===== src/hw/rtl/jzr_pkg.sv =====
// Shared types, constants and register map for the joystick zone reporter.
package jzr_pkg;

  // Converter sample width.
  localparam int SAMPLE_BITS = 12;
  localparam int SUM_BITS    = SAMPLE_BITS + 2;

  // APB register map, one 32-bit word per register.
  localparam int ADDR_BITS = 4;
  localparam logic [1:0] REG_TERMINAL_MODE = 2'd0;
  localparam logic [1:0] REG_LOW_LIMIT     = 2'd1;
  localparam logic [1:0] REG_HIGH_LIMIT    = 2'd2;
  localparam logic [1:0] REG_REFRESH_LIMIT = 2'd3;

  // Register reset values.
  localparam logic        RST_TERMINAL_MODE = 1'b0;
  localparam logic [11:0] RST_LOW_LIMIT     = 12'd1500;
  localparam logic [11:0] RST_HIGH_LIMIT    = 12'd3000;
  localparam logic [7:0]  RST_REFRESH_LIMIT = 8'd100;

  // Report bytes.
  localparam logic [7:0] CHR_ZERO   = 8'd48;
  localparam logic [7:0] CHR_A      = 8'd65;
  localparam logic [7:0] CHR_S      = 8'd83;
  localparam logic [7:0] CHR_COMMA  = 8'd44;
  localparam logic [7:0] CHR_COLON  = 8'd58;
  localparam logic [7:0] CHR_X      = 8'd88;
  localparam logic [7:0] CHR_Y      = 8'd89;
  localparam logic [7:0] CHR_R      = 8'd82;
  localparam logic [7:0] CHR_C      = 8'd67;
  localparam logic [7:0] CHR_L      = 8'd76;
  localparam logic [7:0] CHR_B      = 8'd66;
  localparam logic [7:0] CHR_T      = 8'd84;
  localparam logic [7:0] CTL_SOH    = 8'd1;
  localparam logic [7:0] CTL_STX    = 8'd2;
  localparam logic [7:0] CTL_FF     = 8'd12;
  localparam logic [7:0] CTL_LF     = 8'd10;
  localparam logic [7:0] CTL_BS     = 8'd8;

  // Report lengths, as last byte index.
  localparam logic [4:0] PKT_LAST_IDX  = 5'd4;
  localparam logic [4:0] TERM_LAST_IDX = 5'd21;

  // Zone codes; ZONE_NONE only appears as the post-reset history.
  typedef enum logic [1:0] {
    ZONE_LOW  = 2'd0,
    ZONE_MID  = 2'd1,
    ZONE_HIGH = 2'd2,
    ZONE_NONE = 2'd3
  } zone_t;

  typedef logic [SAMPLE_BITS-1:0] sample_t;
  typedef sample_t [3:0] sample_quad_t;

  // Input transfer payload.
  typedef struct packed {
    logic [11:0] h_sample_0;
    logic [11:0] h_sample_1;
    logic [11:0] h_sample_2;
    logic [11:0] h_sample_3;
    logic [11:0] v_sample_0;
    logic [11:0] v_sample_1;
    logic [11:0] v_sample_2;
    logic [11:0] v_sample_3;
  } in_item_t;

  // Output transfer payload.
  typedef struct packed {
    logic [7:0] out_byte;
    logic       last;
  } out_item_t;

  // What one axis lane hands to the merge stage.
  typedef struct packed {
    zone_t      zone;
    logic [3:0] thou;
    logic [3:0] hund;
    logic [6:0] rem;
  } axis_t;

  // One pending report; digit index 3 is the most significant.
  typedef struct packed {
    logic            term;
    zone_t           hz;
    zone_t           vz;
    logic [3:0][3:0] hdig;
    logic [3:0][3:0] vdig;
  } report_t;

endpackage


===== src/hw/rtl/jzr_axis_lane.sv =====
// One axis lane: rounded average, zone class and upper decimal digits.
module jzr_axis_lane (
  input  logic                  clk,
  input  logic                  en1,
  input  logic                  en2,
  input  jzr_pkg::sample_quad_t samples,
  input  logic [11:0]           low_limit,
  input  logic [11:0]           high_limit,
  output jzr_pkg::axis_t        axis
);
  import jzr_pkg::*;

  logic [SUM_BITS-1:0]    sum;
  logic [SAMPLE_BITS-1:0] avg_now;
  zone_t                  zone_now;
  logic [SAMPLE_BITS-1:0] avg;
  zone_t                  zone1;
  logic [3:0]             thou;
  logic [3:0]             hund;
  logic [SAMPLE_BITS-1:0] rem1;
  logic [SAMPLE_BITS-1:0] rem2;

  // Stage 1: rounded average and zone
  always_comb begin
    sum = SUM_BITS'(2);
    for (int i = 0; i < 4; i++) begin
      sum = sum + SUM_BITS'(samples[i]);
    end
    avg_now = sum[SUM_BITS-1:2];
    if (avg_now <= low_limit) begin
      zone_now = ZONE_LOW;
    end else if (avg_now > high_limit) begin
      zone_now = ZONE_HIGH;
    end else begin
      zone_now = ZONE_MID;
    end
  end

  always_ff @(posedge clk) begin
    if (en1) begin
      avg   <= avg_now;
      zone1 <= zone_now;
    end
  end

  // Stage 2: thousands and hundreds by parallel compares
  always_comb begin
    thou = 4'd0;
    for (int k = 1; k <= 4; k++) begin
      if (avg >= SAMPLE_BITS'(k * 1000)) thou = 4'(k);
    end
    rem1 = avg - SAMPLE_BITS'(SAMPLE_BITS'(thou) * SAMPLE_BITS'(1000));
    hund = 4'd0;
    for (int k = 1; k <= 9; k++) begin
      if (rem1 >= SAMPLE_BITS'(k * 100)) hund = 4'(k);
    end
    rem2 = rem1 - SAMPLE_BITS'(SAMPLE_BITS'(hund) * SAMPLE_BITS'(100));
  end

  always_ff @(posedge clk) begin
    if (en2) begin
      axis.zone <= zone1;
      axis.thou <= thou;
      axis.hund <= hund;
      axis.rem  <= rem2[6:0];
    end
  end

endmodule


===== src/hw/rtl/jzr_merge.sv =====
// Merge stage: report decision, round counter, zone history, report slot.
module jzr_merge (
  input  logic             clk,
  input  logic             rst,
  input  logic             s2_valid,
  input  jzr_pkg::axis_t   h_axis,
  input  jzr_pkg::axis_t   v_axis,
  input  logic             terminal_mode,
  input  logic [7:0]       refresh_limit,
  input  logic             rep_take,
  output logic             s2_adv,
  output logic             rep_valid,
  output jzr_pkg::report_t rep
);
  import jzr_pkg::*;

  logic [7:0] round_counter;
  logic [7:0] cnt_inc;
  zone_t      prev_h_zone;
  zone_t      prev_v_zone;
  logic       send;
  logic [3:0] h_tens;
  logic [3:0] h_ones;
  logic [3:0] v_tens;
  logic [3:0] v_ones;
  report_t    rep_next;

  // Report decision
  always_comb begin
    cnt_inc = round_counter + 8'd1;
    send    = (cnt_inc > refresh_limit) || (h_axis.zone != prev_h_zone) ||
              (v_axis.zone != prev_v_zone);
    s2_adv  = s2_valid && (!send || !rep_valid || rep_take);
  end

  // Low two digits from the remainder below one hundred
  always_comb begin
    h_tens = 4'd0;
    v_tens = 4'd0;
    for (int k = 1; k <= 9; k++) begin
      if (h_axis.rem >= 7'(k * 10)) h_tens = 4'(k);
      if (v_axis.rem >= 7'(k * 10)) v_tens = 4'(k);
    end
    h_ones = 4'(h_axis.rem - 7'(7'(h_tens) * 7'd10));
    v_ones = 4'(v_axis.rem - 7'(7'(v_tens) * 7'd10));
    rep_next.term = terminal_mode;
    rep_next.hz   = h_axis.zone;
    rep_next.vz   = v_axis.zone;
    rep_next.hdig = {h_axis.thou, h_axis.hund, h_tens, h_ones};
    rep_next.vdig = {v_axis.thou, v_axis.hund, v_tens, v_ones};
  end

  // History and counter
  always_ff @(posedge clk) begin
    if (rst) begin
      round_counter <= 8'd0;
      prev_h_zone   <= ZONE_NONE;
      prev_v_zone   <= ZONE_NONE;
    end else if (s2_adv) begin
      round_counter <= send ? 8'd0 : cnt_inc;
      prev_h_zone   <= h_axis.zone;
      prev_v_zone   <= v_axis.zone;
    end
  end

  // Report slot between the merge and the serializer
  always_ff @(posedge clk) begin
    if (rst) begin
      rep_valid <= 1'b0;
    end else if (s2_adv && send) begin
      rep_valid <= 1'b1;
    end else if (rep_take) begin
      rep_valid <= 1'b0;
    end
  end

  always_ff @(posedge clk) begin
    if (s2_adv && send) begin
      rep <= rep_next;
    end
  end

endmodule


===== src/hw/rtl/jzr_serializer.sv =====
// Byte serializer: walks one report out, one byte per transfer.
module jzr_serializer (
  input  logic               clk,
  input  logic               rst,
  input  logic               rep_valid,
  input  jzr_pkg::report_t   rep,
  output logic               rep_take,
  output logic               out_valid,
  input  logic               out_ready,
  output jzr_pkg::out_item_t out_item
);
  import jzr_pkg::*;

  logic       busy;
  logic [4:0] idx;
  report_t    cur;
  logic [4:0] last_idx;
  logic       done;

  function automatic logic [7:0] digit(input logic [3:0] d);
    digit = CHR_ZERO + {4'd0, d};
  endfunction

  function automatic logic [7:0] h_letter(input zone_t z);
    case (z)
      ZONE_LOW:  h_letter = CHR_R;
      ZONE_MID:  h_letter = CHR_C;
      ZONE_HIGH: h_letter = CHR_L;
      default:   h_letter = CHR_C;
    endcase
  endfunction

  function automatic logic [7:0] v_letter(input zone_t z);
    case (z)
      ZONE_LOW:  v_letter = CHR_B;
      ZONE_MID:  v_letter = CHR_C;
      ZONE_HIGH: v_letter = CHR_T;
      default:   v_letter = CHR_C;
    endcase
  endfunction

  // Handshake
  always_comb begin
    last_idx  = cur.term ? TERM_LAST_IDX : PKT_LAST_IDX;
    out_valid = busy;
    done      = busy && out_ready && (idx == last_idx);
    rep_take  = rep_valid && (!busy || done);
  end

  // Byte select
  always_comb begin
    out_item.last = (idx == last_idx);
    if (cur.term) begin
      case (idx)
        5'd0:    out_item.out_byte = CTL_SOH;
        5'd1:    out_item.out_byte = CTL_STX;
        5'd2:    out_item.out_byte = CTL_FF;
        5'd3:    out_item.out_byte = CHR_X;
        5'd4:    out_item.out_byte = CHR_COLON;
        5'd5:    out_item.out_byte = digit(cur.hdig[3]);
        5'd6:    out_item.out_byte = digit(cur.hdig[2]);
        5'd7:    out_item.out_byte = digit(cur.hdig[1]);
        5'd8:    out_item.out_byte = digit(cur.hdig[0]);
        5'd9:    out_item.out_byte = CTL_LF;
        5'd16:   out_item.out_byte = CHR_Y;
        5'd17:   out_item.out_byte = CHR_COLON;
        5'd18:   out_item.out_byte = digit(cur.vdig[3]);
        5'd19:   out_item.out_byte = digit(cur.vdig[2]);
        5'd20:   out_item.out_byte = digit(cur.vdig[1]);
        5'd21:   out_item.out_byte = digit(cur.vdig[0]);
        default: out_item.out_byte = CTL_BS;
      endcase
    end else begin
      case (idx)
        5'd0:    out_item.out_byte = CHR_A;
        5'd1:    out_item.out_byte = h_letter(cur.hz);
        5'd2:    out_item.out_byte = CHR_COMMA;
        5'd3:    out_item.out_byte = v_letter(cur.vz);
        default: out_item.out_byte = CHR_S;
      endcase
    end
  end

  // Position within the report
  always_ff @(posedge clk) begin
    if (rst) begin
      busy <= 1'b0;
      idx  <= 5'd0;
    end else if (rep_take) begin
      busy <= 1'b1;
      idx  <= 5'd0;
    end else if (done) begin
      busy <= 1'b0;
    end else if (busy && out_ready) begin
      idx <= idx + 5'd1;
    end
  end

  always_ff @(posedge clk) begin
    if (rep_take) begin
      cur <= rep;
    end
  end

endmodule


===== src/hw/rtl/joystick_zone_reporter_core.sv =====
// Top level of the joystick zone reporter: config registers and pipeline control.
//
//   channel | signals                              | direction
//   --------+--------------------------------------+----------
//   input   | in_valid, in_ready, in_item          | in
//   output  | out_valid, out_ready, out_item       | out
//   config  | psel, penable, pwrite, paddr, pwdata, prdata, pready | APB slave
//
// Two axis lanes run side by side through two stages (average and zone, then
// digits); the merge stage decides on a report and parks it in a one-deep slot.
// A round that reports nothing never waits on the report slot; with no stalls
// a round can be taken every cycle. Each report holds the serializer for 5 or
// 22 bytes, one byte per transfer; the first byte passes the lane, slot and
// serializer registers. Reset clears counter, zone history and all valid flags.
module joystick_zone_reporter_core (
  input  logic                                clk,
  input  logic                                rst,
  input  logic                                in_valid,
  output logic                                in_ready,
  input  jzr_pkg::in_item_t                   in_item,
  output logic                                out_valid,
  input  logic                                out_ready,
  output jzr_pkg::out_item_t                  out_item,
  input  logic                                psel,
  input  logic                                penable,
  input  logic                                pwrite,
  input  logic [jzr_pkg::ADDR_BITS-1:0]       paddr,
  input  logic [31:0]                         pwdata,
  output logic [31:0]                         prdata,
  output logic                                pready
);
  import jzr_pkg::*;

  logic         terminal_mode;
  logic [11:0]  low_limit;
  logic [11:0]  high_limit;
  logic [7:0]   refresh_limit;
  logic [1:0]   reg_idx;
  logic         wr_en;
  logic         s1_valid;
  logic         s2_valid;
  logic         en1;
  logic         en2;
  logic         s2_adv;
  logic         rep_valid;
  logic         rep_take;
  report_t      rep;
  axis_t        h_axis;
  axis_t        v_axis;
  sample_quad_t h_quad;
  sample_quad_t v_quad;

  // Configuration registers
  assign pready  = 1'b1;
  assign reg_idx = paddr[3:2];
  assign wr_en   = psel && penable && pwrite && pready;

  always_ff @(posedge clk) begin
    if (rst) begin
      terminal_mode <= RST_TERMINAL_MODE;
      low_limit     <= RST_LOW_LIMIT;
      high_limit    <= RST_HIGH_LIMIT;
      refresh_limit <= RST_REFRESH_LIMIT;
    end else if (wr_en) begin
      case (reg_idx)
        REG_TERMINAL_MODE: terminal_mode <= pwdata[0];
        REG_LOW_LIMIT:     low_limit     <= pwdata[11:0];
        REG_HIGH_LIMIT:    high_limit    <= pwdata[11:0];
        REG_REFRESH_LIMIT: refresh_limit <= pwdata[7:0];
        default:           ;
      endcase
    end
  end

  always_comb begin
    case (reg_idx)
      REG_TERMINAL_MODE: prdata = {31'd0, terminal_mode};
      REG_LOW_LIMIT:     prdata = {20'd0, low_limit};
      REG_HIGH_LIMIT:    prdata = {20'd0, high_limit};
      REG_REFRESH_LIMIT: prdata = {24'd0, refresh_limit};
      default:           prdata = 32'd0;
    endcase
  end

  // Pipeline advance: a stage loads when it is empty or its item moves on
  assign en2      = !s2_valid || s2_adv;
  assign in_ready = !s1_valid || en2;
  assign en1      = in_valid && in_ready;

  always_ff @(posedge clk) begin
    if (rst) begin
      s1_valid <= 1'b0;
      s2_valid <= 1'b0;
    end else begin
      if (in_ready) s1_valid <= in_valid;
      if (en2)      s2_valid <= s1_valid;
    end
  end

  assign h_quad = {in_item.h_sample_3, in_item.h_sample_2,
                   in_item.h_sample_1, in_item.h_sample_0};
  assign v_quad = {in_item.v_sample_3, in_item.v_sample_2,
                   in_item.v_sample_1, in_item.v_sample_0};

  // Axis lanes
  jzr_axis_lane u_h_lane (
    .clk        (clk),
    .en1        (en1),
    .en2        (en2),
    .samples    (h_quad),
    .low_limit  (low_limit),
    .high_limit (high_limit),
    .axis       (h_axis)
  );

  jzr_axis_lane u_v_lane (
    .clk        (clk),
    .en1        (en1),
    .en2        (en2),
    .samples    (v_quad),
    .low_limit  (low_limit),
    .high_limit (high_limit),
    .axis       (v_axis)
  );

  // Merge and report slot
  jzr_merge u_merge (
    .clk           (clk),
    .rst           (rst),
    .s2_valid      (s2_valid),
    .h_axis        (h_axis),
    .v_axis        (v_axis),
    .terminal_mode (terminal_mode),
    .refresh_limit (refresh_limit),
    .rep_take      (rep_take),
    .s2_adv        (s2_adv),
    .rep_valid     (rep_valid),
    .rep           (rep)
  );

  // Byte output
  jzr_serializer u_ser (
    .clk       (clk),
    .rst       (rst),
    .rep_valid (rep_valid),
    .rep       (rep),
    .rep_take  (rep_take),
    .out_valid (out_valid),
    .out_ready (out_ready),
    .out_item  (out_item)
  );

endmodule

===== config.mk =====
export PLATFORM = sky130hd
export DESIGN_NAME = joystick_zone_reporter_core
export DESIGN_NICKNAME = d
export VERILOG_FILES = /design/src/hw/rtl/jzr_pkg.sv /design/src/hw/rtl/jzr_axis_lane.sv /design/src/hw/rtl/jzr_merge.sv /design/src/hw/rtl/jzr_serializer.sv /design/src/hw/rtl/joystick_zone_reporter_core.sv
export SDC_FILE = /design/constraint.sdc
export NUM_CORES = 1
export LEC_CHECK = 0
export ABC_AREA = 1
export BUFFER_PORTS_ARGS = -buffer_cell sky130_fd_sc_hd__buf_2
export CELL_PAD_IN_SITES_DETAIL_PLACEMENT = 0
export CELL_PAD_IN_SITES_GLOBAL_PLACEMENT = 1
export CORE_ASPECT_RATIO = 1.5
export CORE_UTILIZATION = 48
export CTS_CLUSTER_SIZE = 28
export DETAILED_ROUTE_END_ITERATION = 10
export GPL_ROUTABILITY_DRIVEN = 0
export PLACE_DENSITY_LB_ADDON = 0.1
export SLEW_MARGIN = 5
export SYNTH_ARGS = -nofsm -noshare
export SYNTH_HDL_FRONTEND = slang
export SYNTH_SLANG_ARGS = --single-unit

===== constraint.sdc =====
create_clock -name clk -period 11.5 [get_ports clk]
set_input_delay 0.575 -clock clk [delete_from_list [all_inputs] [get_ports clk]]
set_output_delay 0.575 -clock clk [all_outputs]
set_load 0.05 [all_outputs]

==> results.rst <==
.. list-table::
   :header-rows: 1

   * - Metric
     - Value
   * - CP max stage delay
     - roughly 0.54 ns
   * - Instance count along the most critical hold path
     - 3
   * - CTS Buf Count
     - 17
   * - Transition time of the tightest slew-check pin
     - between 1 and 1.5 ns
   * - Kind of end point of the critical path
     - register
   * - Number of register bits inferred by synthesis
     - 184
   * - Detailed placer's ending HPWL
     - about 24,000 um
   * - Fillers
     - around 2,700
   * - Final routed wire length divided by cell count
     - approximately 14 um
   * - Total number of clock tree sinks
     - between 150 and 200
   * - Instance count of the mapped netlist
     - around 1,600
   * - Min setup slack post-route
     - ~5.3 ns
   * - Worst Setup Start Kind
     - register
   * - Worst slew margin relative to its limit
     - 0.218
   * - FFs w/ async S/R, synth
     - 0
   * - Setup slack, reg-to-reg
     - between 5 and 6 ns
   * - Final critical-path share of the clock period
     - 0.543
   * - Cell variety after synth
     - 51
   * - Number of inserted diodes
     - 0
   * - Crit path DAT
     - ~6.4 ns
   * - Result of the run
     - completed
   * - Number of enable flip-flop cells after synthesis
     - 130
   * - Post-CTS clock slew at the launch and capture registers of the worst setup and hold paths
     - around 0.070 ns
   * - Number of max-cap violations
     - 0
   * - DR vias/cell
     - approximately 5
   * - H-tree depth
     - 4
   * - Routed wire length
     - between 20,000 and 30,000 um
   * - Post-Route Setup TNS
     - 0 ns
   * - Die Wd
     - 140 um
   * - Die Area
     - 29,100 um^2
   * - Standard-cell rows
     - 75
   * - First drt pass iteration count
     - 5
   * - Buf+Inv Stages, Crit Path
     - 4
   * - Startpoint of the most critical register-to-register path
     - u_v_lane.avg[5]
   * - Height of the die
     - 208 um
   * - All-layer global routing usage
     - 0.205
   * - Count of endpoints failing setup in the final report
     - 0
   * - GR Layer Usage met3
     - 0.0281
   * - Initial DRC count
     - 451
   * - Worst hold slack
     - between 0.3 and 0.4 ns
   * - Largest driver fanout on the critical path
     - 6
   * - Initial core utilization
     - 0.488
   * - Grt total ovfl
     - 0
   * - Remaining antenna violation count
     - 0
   * - Vias in the first global route
     - 10,400
   * - Flip-flop cell with the highest count after synthesis
     - edfxtp_1
   * - Insertion delay to the later sink of the worst-skew pair
     - between 0.4 and 0.5 ns
   * - Largest delay contributor family on the critical path
     - simple AND/OR/NAND/NOR gates
   * - Worst slack, placed
     - 5.27 ns
   * - Worst reg2reg endpoint
     - u_v_lane.axis[6]
   * - Required time reported for the critical path endpoint
     - ~12 ns
   * - Share of layout cells above drive strength 1
     - 0.129
   * - First-pass GRT wire length
     - ~48,000 um
   * - Post-CTS setup repair buffer count
     - 0
   * - Maximum operating frequency
     - 160 MHz
   * - DRC violations left
     - 0
   * - Met1 usage
     - 0.224
   * - Maximum count of clock buffers along a single path
     - 2
   * - Setup repair after global routing missed its margin
     - false
   * - Met2 global-route usage
     - 0.401
   * - Clock Root Buffer
     - clkbuf_16
   * - Total number of yosys warnings
     - 0
   * - Cell area after synthesis
     - around 14,000 um^2
   * - Max stage delay cell, worst path
     - nor3_1
   * - Part of the Yosys area used for sequential elements
     - 0.365
   * - Gr busiest metal
     - met2
   * - Worst Hold Class
     - in2reg
   * - Slew Viols, Final
     - 0
   * - Std-Cell Core Area
     - 28,000 um^2
   * - CTS tree
     - built
   * - Post-Syn Area per Cell
     - about 8.5 um^2
   * - Worst Setup Path Type
     - reg2reg
   * - Number of I/O port buffers
     - between 100 and 150
   * - Post-route minimum period
     - around 6.2 ns
   * - Gates resized, CTS repair
     - 0
   * - Final hold vios
     - 0
   * - Util after Layout
     - 0.546
   * - Hold path start
     - pwdata[11]
   * - Library cell appearing most often on the critical path
     - nand2_1
   * - Number of antenna violations at the first check in global routing
     - 0
   * - Worst clock skew
     - 0.0135 ns
   * - Final Net Count
     - 2,069
   * - Layout Area Growth over Synthesis
     - 11.9%
   * - CTS Hold Buffers Added
     - 0
   * - Register-to-Register Path Depth
     - 32
   * - Top-level I/O count
     - 183
   * - Via count
     - ~11,000
   * - Terminating pin of the worst hold path
     - high_limit[11]
   * - Largest net degree at the start of global routing
     - between 40 and 50
## worst register-to-register path, delay by kind of cell (launching register included)
kind	cells	cell delay, ns
compound gates	3	0.41
xor+xnor	2	0.36
fa+ha+maj	5	1.89
buf+inv	4	0.35
flops	1	0.48
simple gates	18	2.51
## worst max-delay path by stage
stage                          start               end  slack (ns)  depth (start not counted)
floorplan           u_v_lane.avg[11]  u_v_lane.axis[6]        6.15                         34
global placement     u_v_lane.avg[8]  u_v_lane.axis[6]        5.37                         34
detailed placement   u_v_lane.avg[5]  u_v_lane.axis[6]        5.27                         34
CTS                  u_v_lane.avg[5]  u_v_lane.axis[6]        5.24                         34
global route        u_v_lane.avg[11]  u_v_lane.axis[6]        4.74                         36
finish               u_v_lane.avg[5]  u_v_lane.axis[6]        5.26                         32
## Yosys cell counts, types with 4 or more instances
master	count	share of area
nor4_1	5	0.0023
clkbuf_1	7	0.0019
o21bai_1	8	0.0044
xor2_1	48	0.031
a21oi_1	109	0.040
nand3b_1	8	0.0044
nor2_4	4	0.0033
o21ai_0	60	0.022
o31ai_1	4	0.0022
nand3_1	67	0.025
nor3_1	25	0.0092
dfxtp_1	54	0.079
o22ai_1	8	0.0037
nand2_2	17	0.0078
buf_4	22	0.012
nor2_2	7	0.0032
a31oi_1	10	0.0046
edfxtp_1	130	0.29
ha_1	120	0.11
o221ai_1	9	0.0058
nand4_1	22	0.010
inv_2	9	0.0025
fa_1	58	0.085
nand2_1	263	0.072
nor2_1	123	0.034
o211ai_1	21	0.012
inv_1	322	0.089
xnor2_1	15	0.0096
## metal layers
| metal | vias to the layer above | share of wire |
|---|---|---|
| met5 | - | 0 |
| met4 | 0 | 0.023 |
| met3 | 30 | 0.025 |
| met2 | 196 | 0.54 |
| met1 | 4853 | 0.41 |
| li1 | 5525 | - |
## registers in the layout, indices dropped and copies added (netlist names)
name	cells
high_limit	12
low_limit	12
refresh_limit	8
s1_valid	1
s2_valid	1
terminal_mode	1
u_h_lane.avg	12
u_h_lane.axis	16
u_h_lane.zone1	2
u_merge.prev_h_zone	2
u_merge.prev_v_zone	2
u_merge.rep	35
u_merge.rep_valid	1
u_merge.round_counter	8
u_ser.cur	35
u_ser.idx	5
u_ser.out_valid	1
u_v_lane.avg	12
u_v_lane.axis	16
u_v_lane.zone1	2
## per-stage QoR
step                      area [um^2]  cells
after floorplan                 13700   1624
after global placement          14700   2079
after detailed placement        14700   2079
after CTS                       15300   2111
after global routing            15300   2111
final                           15300   2111
## cells in the final DEF (no fill, tap or decap), types with 25 or more instances in the layout
cell type  count
nor3_1        25
nand3_1       67
buf_2        138
ha_1         120
xor2_1        48
fa_1          58
edfxtp_1     130
nor2_1       122
dfxtp_1       54
inv_1        322
o21ai_0       60
nand2_1      263
a21oi_1      109
## area by class of cell
class	count	area, um^2	area share
well taps	346	433	0.0284
flip-flops and latches	184	4980	0.326
inverters	331	1240	0.0814
clock buffers	18	429	0.0281
repair buffers	141	713	0.0467
clock inverters	14	171	0.0112
multi-input cells	1077	7290	0.478
## cell families after synthesis
| group | share of synthesized area |
|---|---|
| flip-flops | 0.365 |
| AND/OR/NAND/NOR | 0.179 |
| AO/OA/AOI/OAI | 0.112 |
| adder cells (fa/ha/maj) | 0.195 |
| buffers and inverters | 0.106 |
| other | 0.000550 |
| XOR/XNOR | 0.0416 |
Power is not shown: default switching activity piles up to over one toggle a cycle in this logic, so the estimate is an artifact.
